**config.mk**
```make
export PLATFORM = sky130hd
export DESIGN_NAME = interpolating_fir_filter
export DESIGN_NICKNAME = d
export VERILOG_FILES = /design/src/design/ifir_pkg.sv /design/src/design/ifir_cell.sv /design/src/design/ifir_mac.sv /design/src/design/interpolating_fir_filter.sv
export SDC_FILE = /design/constraint.sdc
export NUM_CORES = 2
export LEC_CHECK = 0
export ABC_CLOCK_PERIOD_IN_PS = 17500
export BUFFER_PORTS_ARGS = -buffer_cell sky130_fd_sc_hd__buf_2
export CAP_MARGIN = 20
export CORE_UTILIZATION = 30
export CTS_BUF_LIST = sky130_fd_sc_hd__clkbuf_8
export CTS_CLUSTER_SIZE = 30
export DETAILED_ROUTE_END_ITERATION = 7
export PLACE_DENSITY = 0.55
export RECOVER_POWER = 25
export SLEW_MARGIN = 20
export SYNTH_ARGS = -nofsm -noshare
export SYNTH_HDL_FRONTEND = slang
export SYNTH_HIERARCHICAL = 1
export SYNTH_SLANG_ARGS = --single-unit
export TNS_END_PERCENT = 20
```
**constraint.sdc**
```tcl
create_clock -name clk -period 17.5 [get_ports clk]
set_input_delay 1.75 -clock clk [delete_from_list [all_inputs] [get_ports clk]]
set_output_delay 1.75 -clock clk [all_outputs]
set_load 0.005 [all_outputs]
```
**src/design/ifir_pkg.sv**
```systemverilog
// Shared types and constants for the interpolating FIR filter.
// Used by ifir_cell, ifir_mac and interpolating_fir_filter; depends on nothing.
package ifir_pkg;

  localparam int SAMPLE_W    = 16;
  localparam int COEF_W      = 16;
  localparam int MAX_TAPS    = 16;
  localparam int MAX_INTERP  = 8;
  localparam int STORE_DEPTH = MAX_TAPS * MAX_INTERP;
  localparam int ADDR_W      = $clog2(STORE_DEPTH);
  localparam int TAP_IDX_W   = $clog2(MAX_TAPS);
  localparam int PHASE_W     = $clog2(MAX_INTERP);
  localparam int INTERP_W    = 4;
  localparam int NTAPS_W     = 5;
  localparam int PROD_W      = SAMPLE_W + COEF_W;
  localparam int ACC_W       = PROD_W + TAP_IDX_W;
  localparam int FRAC_W      = 15;
  localparam int CFG_IDX_W   = 2;
  localparam int CFG_DATA_W  = 8;

  localparam logic [CFG_IDX_W-1:0] REG_INTERP = 2'd0;
  localparam logic [CFG_IDX_W-1:0] REG_TAPS   = 2'd1;

  localparam logic [INTERP_W-1:0] INTERP_RESET = 4'd4;
  localparam logic [NTAPS_W-1:0]  TAPS_RESET   = 5'd11;

  localparam logic CMD_SAMPLE = 1'b0;
  localparam logic CMD_COEF   = 1'b1;

  typedef enum logic {
    ST_IDLE,
    ST_RUN
  } state_t;

  // One tap of one phase, handed from the sequencer to the MAC.
  typedef struct packed {
    logic                       valid;
    logic [ADDR_W-1:0]          addr;
    logic signed [SAMPLE_W-1:0] tap;
    logic                       use_tap;
    logic                       first;
    logic                       last;
    logic                       last_phase;
  } tap_req_t;

  typedef struct packed {
    logic                       valid;
    logic signed [SAMPLE_W-1:0] value;
    logic                       last_phase;
  } mac_res_t;

endpackage

```
**src/design/ifir_cell.sv**
```systemverilog
// One delay-line cell: a sample register loaded from its left neighbor.
// Depends on ifir_pkg for the sample width.
module ifir_cell (
  input  logic                                clk,
  input  logic                                rst,
  input  logic                                en,
  input  logic signed [ifir_pkg::SAMPLE_W-1:0] d,
  output logic signed [ifir_pkg::SAMPLE_W-1:0] q
);

  always_ff @(posedge clk) begin
    if (rst) begin
      q <= '0;
    end else if (en) begin
      q <= d;
    end
  end

endmodule

```
**src/design/ifir_mac.sv**
```systemverilog
// Coefficient store and the multiply-accumulate pipeline with rounding and
// saturation. Depends on ifir_pkg for widths and the request/result structs.
module ifir_mac (
  input  logic                                 clk,
  input  logic                                 rst,
  input  logic                                 coef_we,
  input  logic [ifir_pkg::ADDR_W-1:0]          coef_waddr,
  input  logic signed [ifir_pkg::COEF_W-1:0]   coef_wdata,
  input  ifir_pkg::tap_req_t                   req,
  output ifir_pkg::mac_res_t                   res
);

  localparam int Q_W = ifir_pkg::ACC_W - ifir_pkg::FRAC_W;

  logic signed [ifir_pkg::COEF_W-1:0] coef_mem [ifir_pkg::STORE_DEPTH];

  logic                                 s1_valid;
  logic signed [ifir_pkg::COEF_W-1:0]   coef_q;
  logic signed [ifir_pkg::SAMPLE_W-1:0] tap_q;
  logic                                 use_q;
  logic                                 first_q;
  logic                                 last_q;
  logic                                 lph_q;

  logic                                 s2_valid;
  logic signed [ifir_pkg::PROD_W-1:0]   prod;
  logic                                 first2;
  logic                                 last2;
  logic                                 lph2;

  logic                                 s3_done;
  logic signed [ifir_pkg::ACC_W-1:0]    acc;
  logic                                 lph3;

  logic signed [ifir_pkg::ACC_W-1:0]    rnd;
  logic signed [Q_W-1:0]                q_val;
  logic                                 ovf;
  logic signed [ifir_pkg::SAMPLE_W-1:0] sat_val;

  always_ff @(posedge clk) begin
    if (coef_we) begin
      coef_mem[coef_waddr] <= coef_wdata;
    end
    if (req.valid) begin
      coef_q <= coef_mem[req.addr];
    end
  end

  always_ff @(posedge clk) begin
    if (rst) begin
      s1_valid <= 1'b0;
      s2_valid <= 1'b0;
      s3_done  <= 1'b0;
      res.valid <= 1'b0;
    end else begin
      s1_valid  <= req.valid;
      s2_valid  <= s1_valid;
      s3_done   <= s2_valid && last2;
      res.valid <= s3_done;
    end
    res.value      <= sat_val;
    res.last_phase <= lph3;
  end

  always_ff @(posedge clk) begin
    tap_q   <= req.tap;
    use_q   <= req.use_tap;
    first_q <= req.first;
    last_q  <= req.last;
    lph_q   <= req.last_phase;

    // Taps past the branch length contribute nothing, whatever the store holds.
    if (use_q) begin
      prod <= tap_q * coef_q;
    end else begin
      prod <= '0;
    end
    first2 <= first_q;
    last2  <= last_q;
    lph2   <= lph_q;

    if (s2_valid) begin
      acc <= first2 ? ifir_pkg::ACC_W'(prod) : acc + ifir_pkg::ACC_W'(prod);
    end
    lph3 <= lph2;
  end

  // Round half up to Q15: add half an LSB, then take the floor by an
  // arithmetic shift.
  always_comb begin
    rnd     = acc + ifir_pkg::ACC_W'(1 << (ifir_pkg::FRAC_W - 1));
    q_val   = rnd[ifir_pkg::ACC_W-1:ifir_pkg::FRAC_W];
    ovf     = (q_val[Q_W-1:ifir_pkg::SAMPLE_W-1] != '0) &&
              (q_val[Q_W-1:ifir_pkg::SAMPLE_W-1] != '1);
    if (ovf) begin
      sat_val = q_val[Q_W-1] ? {1'b1, {(ifir_pkg::SAMPLE_W-1){1'b0}}}
                             : {1'b0, {(ifir_pkg::SAMPLE_W-1){1'b1}}};
    end else begin
      sat_val = q_val[ifir_pkg::SAMPLE_W-1:0];
    end
  end

endmodule

```
**src/design/interpolating_fir_filter.sv**
```systemverilog
// Interpolating FIR filter: a ring of delay-line cells, the sequencer that
// rotates it and the MAC. Depends on ifir_pkg, ifir_cell and ifir_mac.
//
// Usage:
// The input channel (in_valid/in_ready) carries one command per transaction.
// cmd = 0 shifts sample_in into a 16-cell delay line and starts one output
// per phase; cmd = 1 writes coef_value at coef_index of the tap store and
// produces no output. The output channel (out_valid/out_ready) carries
// sample_out and last_phase, which marks the last output of a run.
// The configuration channel (cfg_valid/cfg_ready, cfg_index, cfg_data) sets
// the interpolation factor (index 0) and the taps per branch (index 1); it
// is always ready and should be written only while no run is in progress.
// Each phase rotates the whole delay-line ring once, one tap per cycle once
// its first tap has issued, with one read of the single-port tap store per
// tap; each output then passes the coefficient read, product, accumulator,
// MAC result and output registers in that order.
// A new sample or tap word is taken as soon as the previous run has issued
// all its taps, while its last outputs may still wait in the pipeline.
// When the receiver stalls, the next phase waits until the held output is
// taken. Reset clears the delay line to zero and restores the registers to
// interp_factor = 4 and 11 taps; the tap store keeps no reset value.
module interpolating_fir_filter (
  input  logic                                   clk,
  input  logic                                   rst,
  input  logic                                   in_valid,
  output logic                                   in_ready,
  input  logic                                   cmd,
  input  logic signed [ifir_pkg::SAMPLE_W-1:0]   sample_in,
  input  logic [ifir_pkg::ADDR_W-1:0]            coef_index,
  input  logic signed [ifir_pkg::COEF_W-1:0]     coef_value,
  output logic                                   out_valid,
  input  logic                                   out_ready,
  output logic signed [ifir_pkg::SAMPLE_W-1:0]   sample_out,
  output logic                                   last_phase,
  input  logic                                   cfg_valid,
  output logic                                   cfg_ready,
  input  logic [ifir_pkg::CFG_IDX_W-1:0]         cfg_index,
  input  logic [ifir_pkg::CFG_DATA_W-1:0]        cfg_data
);

  localparam logic [ifir_pkg::TAP_IDX_W-1:0] LAST_STEP = '1;

  ifir_pkg::state_t state, state_next;
  logic [ifir_pkg::TAP_IDX_W-1:0] step, step_next;
  logic [ifir_pkg::PHASE_W-1:0]   phase, phase_next;

  logic [ifir_pkg::INTERP_W-1:0] interp_raw;
  logic [ifir_pkg::NTAPS_W-1:0]  taps_raw;
  logic [ifir_pkg::INTERP_W-1:0] sps;
  logic [ifir_pkg::NTAPS_W-1:0]  ntaps;

  logic res_pending;
  logic issue;
  logic shift_in;
  logic in_xact;
  logic out_xact;
  logic phase_done;

  logic signed [ifir_pkg::SAMPLE_W-1:0] ring [ifir_pkg::MAX_TAPS];
  logic signed [ifir_pkg::SAMPLE_W-1:0] cell0_d;

  logic [ifir_pkg::TAP_IDX_W-1:0] tap_m;
  logic [2*ifir_pkg::INTERP_W-1:0] m_times_sps;

  ifir_pkg::tap_req_t req;
  ifir_pkg::mac_res_t res;

  assign in_xact  = in_valid && in_ready;
  assign out_xact = out_valid && out_ready;
  assign cfg_ready = 1'b1;

  // Configuration registers, clamped into their legal ranges on use.
  always_ff @(posedge clk) begin
    if (rst) begin
      interp_raw <= ifir_pkg::INTERP_RESET;
      taps_raw   <= ifir_pkg::TAPS_RESET;
    end else if (cfg_valid && cfg_ready) begin
      case (cfg_index)
        ifir_pkg::REG_INTERP: interp_raw <= cfg_data[ifir_pkg::INTERP_W-1:0];
        ifir_pkg::REG_TAPS:   taps_raw   <= cfg_data[ifir_pkg::NTAPS_W-1:0];
        default: ;
      endcase
    end
  end

  always_comb begin
    if (interp_raw == '0) begin
      sps = ifir_pkg::INTERP_W'(1);
    end else if (interp_raw > ifir_pkg::INTERP_W'(ifir_pkg::MAX_INTERP)) begin
      sps = ifir_pkg::INTERP_W'(ifir_pkg::MAX_INTERP);
    end else begin
      sps = interp_raw;
    end
    if (taps_raw == '0) begin
      ntaps = ifir_pkg::NTAPS_W'(1);
    end else if (taps_raw > ifir_pkg::NTAPS_W'(ifir_pkg::MAX_TAPS)) begin
      ntaps = ifir_pkg::NTAPS_W'(ifir_pkg::MAX_TAPS);
    end else begin
      ntaps = taps_raw;
    end
  end

  // Sequencer: one phase is 16 ring rotations; a phase starts only once the
  // previous output has left the output register.
  always_ff @(posedge clk) begin
    if (rst) begin
      state <= ifir_pkg::ST_IDLE;
      step  <= '0;
      phase <= '0;
    end else begin
      state <= state_next;
      step  <= step_next;
      phase <= phase_next;
    end
  end

  assign phase_done = ({1'b0, phase} == sps - ifir_pkg::INTERP_W'(1));

  always_comb begin
    state_next = state;
    step_next  = step;
    phase_next = phase;
    in_ready   = 1'b0;
    issue      = 1'b0;
    shift_in   = 1'b0;
    case (state)
      ifir_pkg::ST_IDLE: begin
        in_ready = 1'b1;
        if (in_valid && cmd == ifir_pkg::CMD_SAMPLE) begin
          shift_in   = 1'b1;
          phase_next = '0;
          step_next  = '0;
          state_next = ifir_pkg::ST_RUN;
        end
      end
      ifir_pkg::ST_RUN: begin
        issue = (step != '0) || !res_pending;
        if (issue) begin
          step_next = step + ifir_pkg::TAP_IDX_W'(1);
          if (step == LAST_STEP) begin
            if (phase_done) begin
              state_next = ifir_pkg::ST_IDLE;
            end else begin
              phase_next = phase + ifir_pkg::PHASE_W'(1);
            end
          end
        end
      end
      default: begin
        state_next = ifir_pkg::ST_IDLE;
      end
    endcase
  end

  always_ff @(posedge clk) begin
    if (rst) begin
      res_pending <= 1'b0;
    end else if (issue && step == '0) begin
      res_pending <= 1'b1;
    end else if (out_xact) begin
      res_pending <= 1'b0;
    end
  end

  // Delay-line ring. A new sample enters at cell 0; during a phase the last
  // cell wraps back to cell 0, so 16 rotations restore the line.
  assign cell0_d = issue ? ring[ifir_pkg::MAX_TAPS-1] : sample_in;

  for (genvar i = 0; i < ifir_pkg::MAX_TAPS; i++) begin : g_cell
    if (i == 0) begin : g_head
      ifir_cell u_cell (
        .clk (clk),
        .rst (rst),
        .en  (shift_in || issue),
        .d   (cell0_d),
        .q   (ring[i])
      );
    end else begin : g_body
      ifir_cell u_cell (
        .clk (clk),
        .rst (rst),
        .en  (shift_in || issue),
        .d   (ring[i-1]),
        .q   (ring[i])
      );
    end
  end

  // At rotation step k the last cell holds the sample of tap 15 - k.
  assign tap_m       = ~step;
  assign m_times_sps = {{ifir_pkg::INTERP_W{1'b0}}, tap_m} *
                       {{ifir_pkg::INTERP_W{1'b0}}, sps};

  always_comb begin
    req.valid      = issue;
    req.addr       = ifir_pkg::ADDR_W'(m_times_sps) + ifir_pkg::ADDR_W'(phase);
    req.tap        = ring[ifir_pkg::MAX_TAPS-1];
    req.use_tap    = ({1'b0, tap_m} < ntaps);
    req.first      = (step == '0);
    req.last       = (step == LAST_STEP);
    req.last_phase = phase_done;
  end

  ifir_mac u_mac (
    .clk        (clk),
    .rst        (rst),
    .coef_we    (in_xact && cmd == ifir_pkg::CMD_COEF),
    .coef_waddr (coef_index),
    .coef_wdata (coef_value),
    .req        (req),
    .res        (res)
  );

  // Output register.
  always_ff @(posedge clk) begin
    if (rst) begin
      out_valid <= 1'b0;
    end else if (res.valid) begin
      out_valid <= 1'b1;
    end else if (out_xact) begin
      out_valid <= 1'b0;
    end
  end

  always_ff @(posedge clk) begin
    if (res.valid) begin
      sample_out <= res.value;
      last_phase <= res.last_phase;
    end
  end

`ifndef SYNTHESIS
  a_out_pending : assert property (@(posedge clk) disable iff (rst)
    out_valid |-> res_pending)
    else $error("output held without a pending phase");

  a_no_overwrite : assert property (@(posedge clk) disable iff (rst)
    res.valid |-> !out_valid)
    else $error("MAC result arrived while the output register was full");

  a_idle_aligned : assert property (@(posedge clk) disable iff (rst)
    state == ifir_pkg::ST_IDLE |-> step == '0)
    else $error("ring left unaligned at the end of a run");
`endif

endmodule
```
==> key figures <==
Pwr
  • PD cells: approximately 110 nW/um^2
  • Cell-internal power: 9.385 mW
  • Sw Ratio: 0.2539
  • Leak: 39.85 nW
  • Clock Power Share: 0.360
  • Sw power: 3.193 mW
  • Comb pwr share: 0.124
  • Reg power frac: 0.516
  • VDD IR max: roughly 0.000086 V

Route
  • Post-route ant nets: 0
  • Via count: 52292
  • Detailed router's first-iteration violation count: 4512
  • DRC: 0
  • Drt wl/cell: 21.70 um
  • Number of detailed-route iterations in the first pass: 5
  • Vias per inst: 4.740
  • Final WL: approximately 240 mm

Logic synthesis
  • Avg Cell Area, Syn: roughly 18 sq um
  • Distinct cells, synth: 69
  • Synth Warn #: 6
  • Register bit total from synthesis: ~2500
  • Top-area cell type share of the netlist area: 0.6025
  • Complex-gate fraction of the synthesized area: 0.01469
  • Post-Synth Simple-Gate Area: 0.04244
  • Synth Instances: 5765
  • Synth area leaders: edfxtp_1 (60%), mux4_2 (14%), dfxtp_1 (6.7%)
  • Syn Std Cell Area: roughly 110000 sq um
  • EDFF count, synth: 2117
  • Adder-Cell Fraction of Synth Area: 0.06757
  • Register area share after synthesis: 0.6693
  • Post-synth ARST share: 0
  • Top_reg_cell synth: edfxtp_1
  • Mux contribution to synthesized area: 0.1727
  • Cell accounting for the most synthesized area: edfxtp_1
  • Syn_nets: ~6200
  • Largest family of logic cells by synthesized area: multiplexers
  • Synth Area in XOR/XNOR: 0.007068

Setup path
  • R2R cell count: 13
  • CP Capture Type: flop
  • WP data arrival: 7.95 ns
  • Setup Crit Path Kind: flop to flop
  • Worst setup SP type: flop
  • Crit Path Max Fanout: 139
  • Required @ worst endpoint: around 18 ns

Worst hold path
  • Hold Crit Class: flop to flop
  • Worst Hold Path Cells: 0

Die
  • Io pins: 75
  • DIE HEIGHT: slightly below 600 um
  • Die width: 595.0 um
  • Total die area: 354100 sq um
  • CORE AREA: 349700 sq um
  • Initial Util: 0.3017
  • Row Count: 217

CTS
  • Clk Latency, worst-skew pair: 1.02 ns
  • Clk slew on worst S/H paths: 0.06 ns
  • Clock Tree Buf Depth: 4
  • Cts hold-fix bufs: 0
  • Num CTS Buffers: between 300 and 400
  • Clk sink count: 2469
  • Cts repair resizes: 0
  • H-tree depth: 5
  • CTS root buf: clkbuf_8
  • CTS tree: yes
  • Setup Fix Bufs, Post-CTS: 0

Placement
  • DP Wirelength: around 140 mm
  • DP Worst Slack: 10.17 ns
  • Port buffer count: 70
  • Global placer's final weighted congestion: 0.7872

Timing
  • Maximum clock rate: 0.1372 GHz
  • Post-route minimum period: 7.288 ns
  • Tightest Pin Transition: around 4.7 ns
  • Layout Skew: 0.1397 ns
  • Endpoints failing setup: 0
  • Slew margin rel.: -2.162
  • Final Cycle Share: 0.4165
  • Final Hold Viols: 0
  • RSZ-0062 raised after global routing: no
  • Final Max Slew Viols: 1804
  • Final WS setup: 10.21 ns
  • Fin Setup TNS: 0 ns
  • Final worst hold slack: about 0.33 ns

Finish
  • Most frequent cells in the layout: edfxtp_1 (2117), mux4_2 (672), inv_1 (444), nor2_1 (444), clkbuf_8 (411)
  • Layout cells sized above 1: 0.2233
  • Multi-input logic area: roughly 32000 sq um
  • Register area: roughly 71000 sq um
  • Fin nets: 6587
  • Area Growth Syn to Fin: 12.49%
  • Commonest non-fill, non-tap cell in the layout: edfxtp_1
  • Final Util: 0.3394
  • Number of fill cells: 33254

Run status
  • Status: complete, but fails checks
  • Failing checks: capacitance limit, slew limit

Global route
  • Largest net degree at the start of global routing: 152
  • Wire length of the first global-routing pass: 357.0 mm
  • Initial antenna violation count: 27
  • Grt total ovfl: 0
  • GRT Util Overall: 0.1336
  • Vias in the first global route: 54808

Job
  • Max_cap viols: 28
-- per-stage QoR --
stage | cell area (sq um) | std cells | total power, mW
6_report | 118700 | 11032 | 12.58
5_1_grt | 118700 | 11024 | 13.07
4_1_cts | 118800 | 11022 | 12.74
3_5_place_dp | 111700 | 10329 | 8.181
3_3_place_gp | 111700 | 10329 | 8.167
2_1_floorplan | 105500 | 5765 | 7.542
-- metal layers --
layer  up-vias  global-route usage  wire (um)
met5         -                   0         52
met4         8             0.03342       4835
met3       374             0.02818      16610
met2      1428              0.2122     111500
met1     27588              0.1867     106400
li1      22894                   -          -
-- worst max-delay path, cell delays in order (launching register included) --
cell,delay (ns)
dfxtp_1,0.35
o21ba_1,0.22
or2_2,0.34
nor2_1,0.12
ha_1,0.24
ha_1,0.31
ha_4,0.77
buf_4,0.89
buf_4,0.73
buf_12,0.71
mux4_2,0.43
mux4_2,0.59
mux4_2,0.61
mux2_2,0.38
-- synth_stat cells (36+ instances only) --
master	n
a21oi_1	54
and2_1	138
buf_1	38
buf_2	64
clkbuf_1	144
dfxtp_1	352
edfxtp_1	2117
fa_1	268
ha_1	141
inv_1	314
mux2_2	36
mux2i_1	268
mux4_2	672
nand2_1	213
nand3_1	37
nor2_1	445
o21ai_0	77
xnor2_1	47
-- final timing paths --
check | slack, ns | to | from
max reg2reg | 10.21 | u_mac/coef_q[6]$_DFFE_PP_ | interp_raw[2]$_SDFFE_PP1P_
min reg2reg | 0.33 | u_mac/last2$_DFF_P_ | u_mac/last_q$_DFF_P_
min | 0.33 | u_mac/last2$_DFF_P_ | u_mac/last_q$_DFF_P_
max | 10.21 | u_mac/coef_q[6]$_DFFE_PP_ | interp_raw[2]$_SDFFE_PP1P_
-- logic make-up (layout without fill, tap and decap cells) --
family          Yosys count  in the layout
buf+inv                 602           1260
other cells               1             11
xor+xnor                 83             83
compound gates          245            245
mux                     976            976
simple gates            980            980
fa+ha+maj               409            409
flops                  2469           2469
-- flip-flops by register name, summed over array words and instances (netlist names), 5 cells and up --
register,flops
g_cell.g_body.u_cell/q,240
g_cell.g_head.u_cell/q,16
sample_out,16
taps_raw,5
u_mac/acc,36
u_mac/coef_mem,2048
u_mac/coef_q,16
u_mac/prod,32
u_mac/res,18
u_mac/tap_q,16
-- power groups by stage --
stage               Combinational (mW)  Sequential [mW]  Clock [mW]
global placement                  1.57             6.60           0
floorplan                        0.980             6.56           0
CTS                               1.58             6.48        4.68
global route                      1.65             6.49        4.92
finish                            1.56             6.49        4.53
detailed placement                1.58             6.60           0
-- cell type report --
type	count	share of cell area
well taps	4599	0.04848
inverters	314	0.009994
repair buffers	253	0.01463
flip-flops and latches	2469	0.5950
multi-input cells	2694	0.2720
clock inverters	282	0.01206
clock buffers	411	0.04766
diodes	10	0.0002108
(Power assumes the default switching activity.)
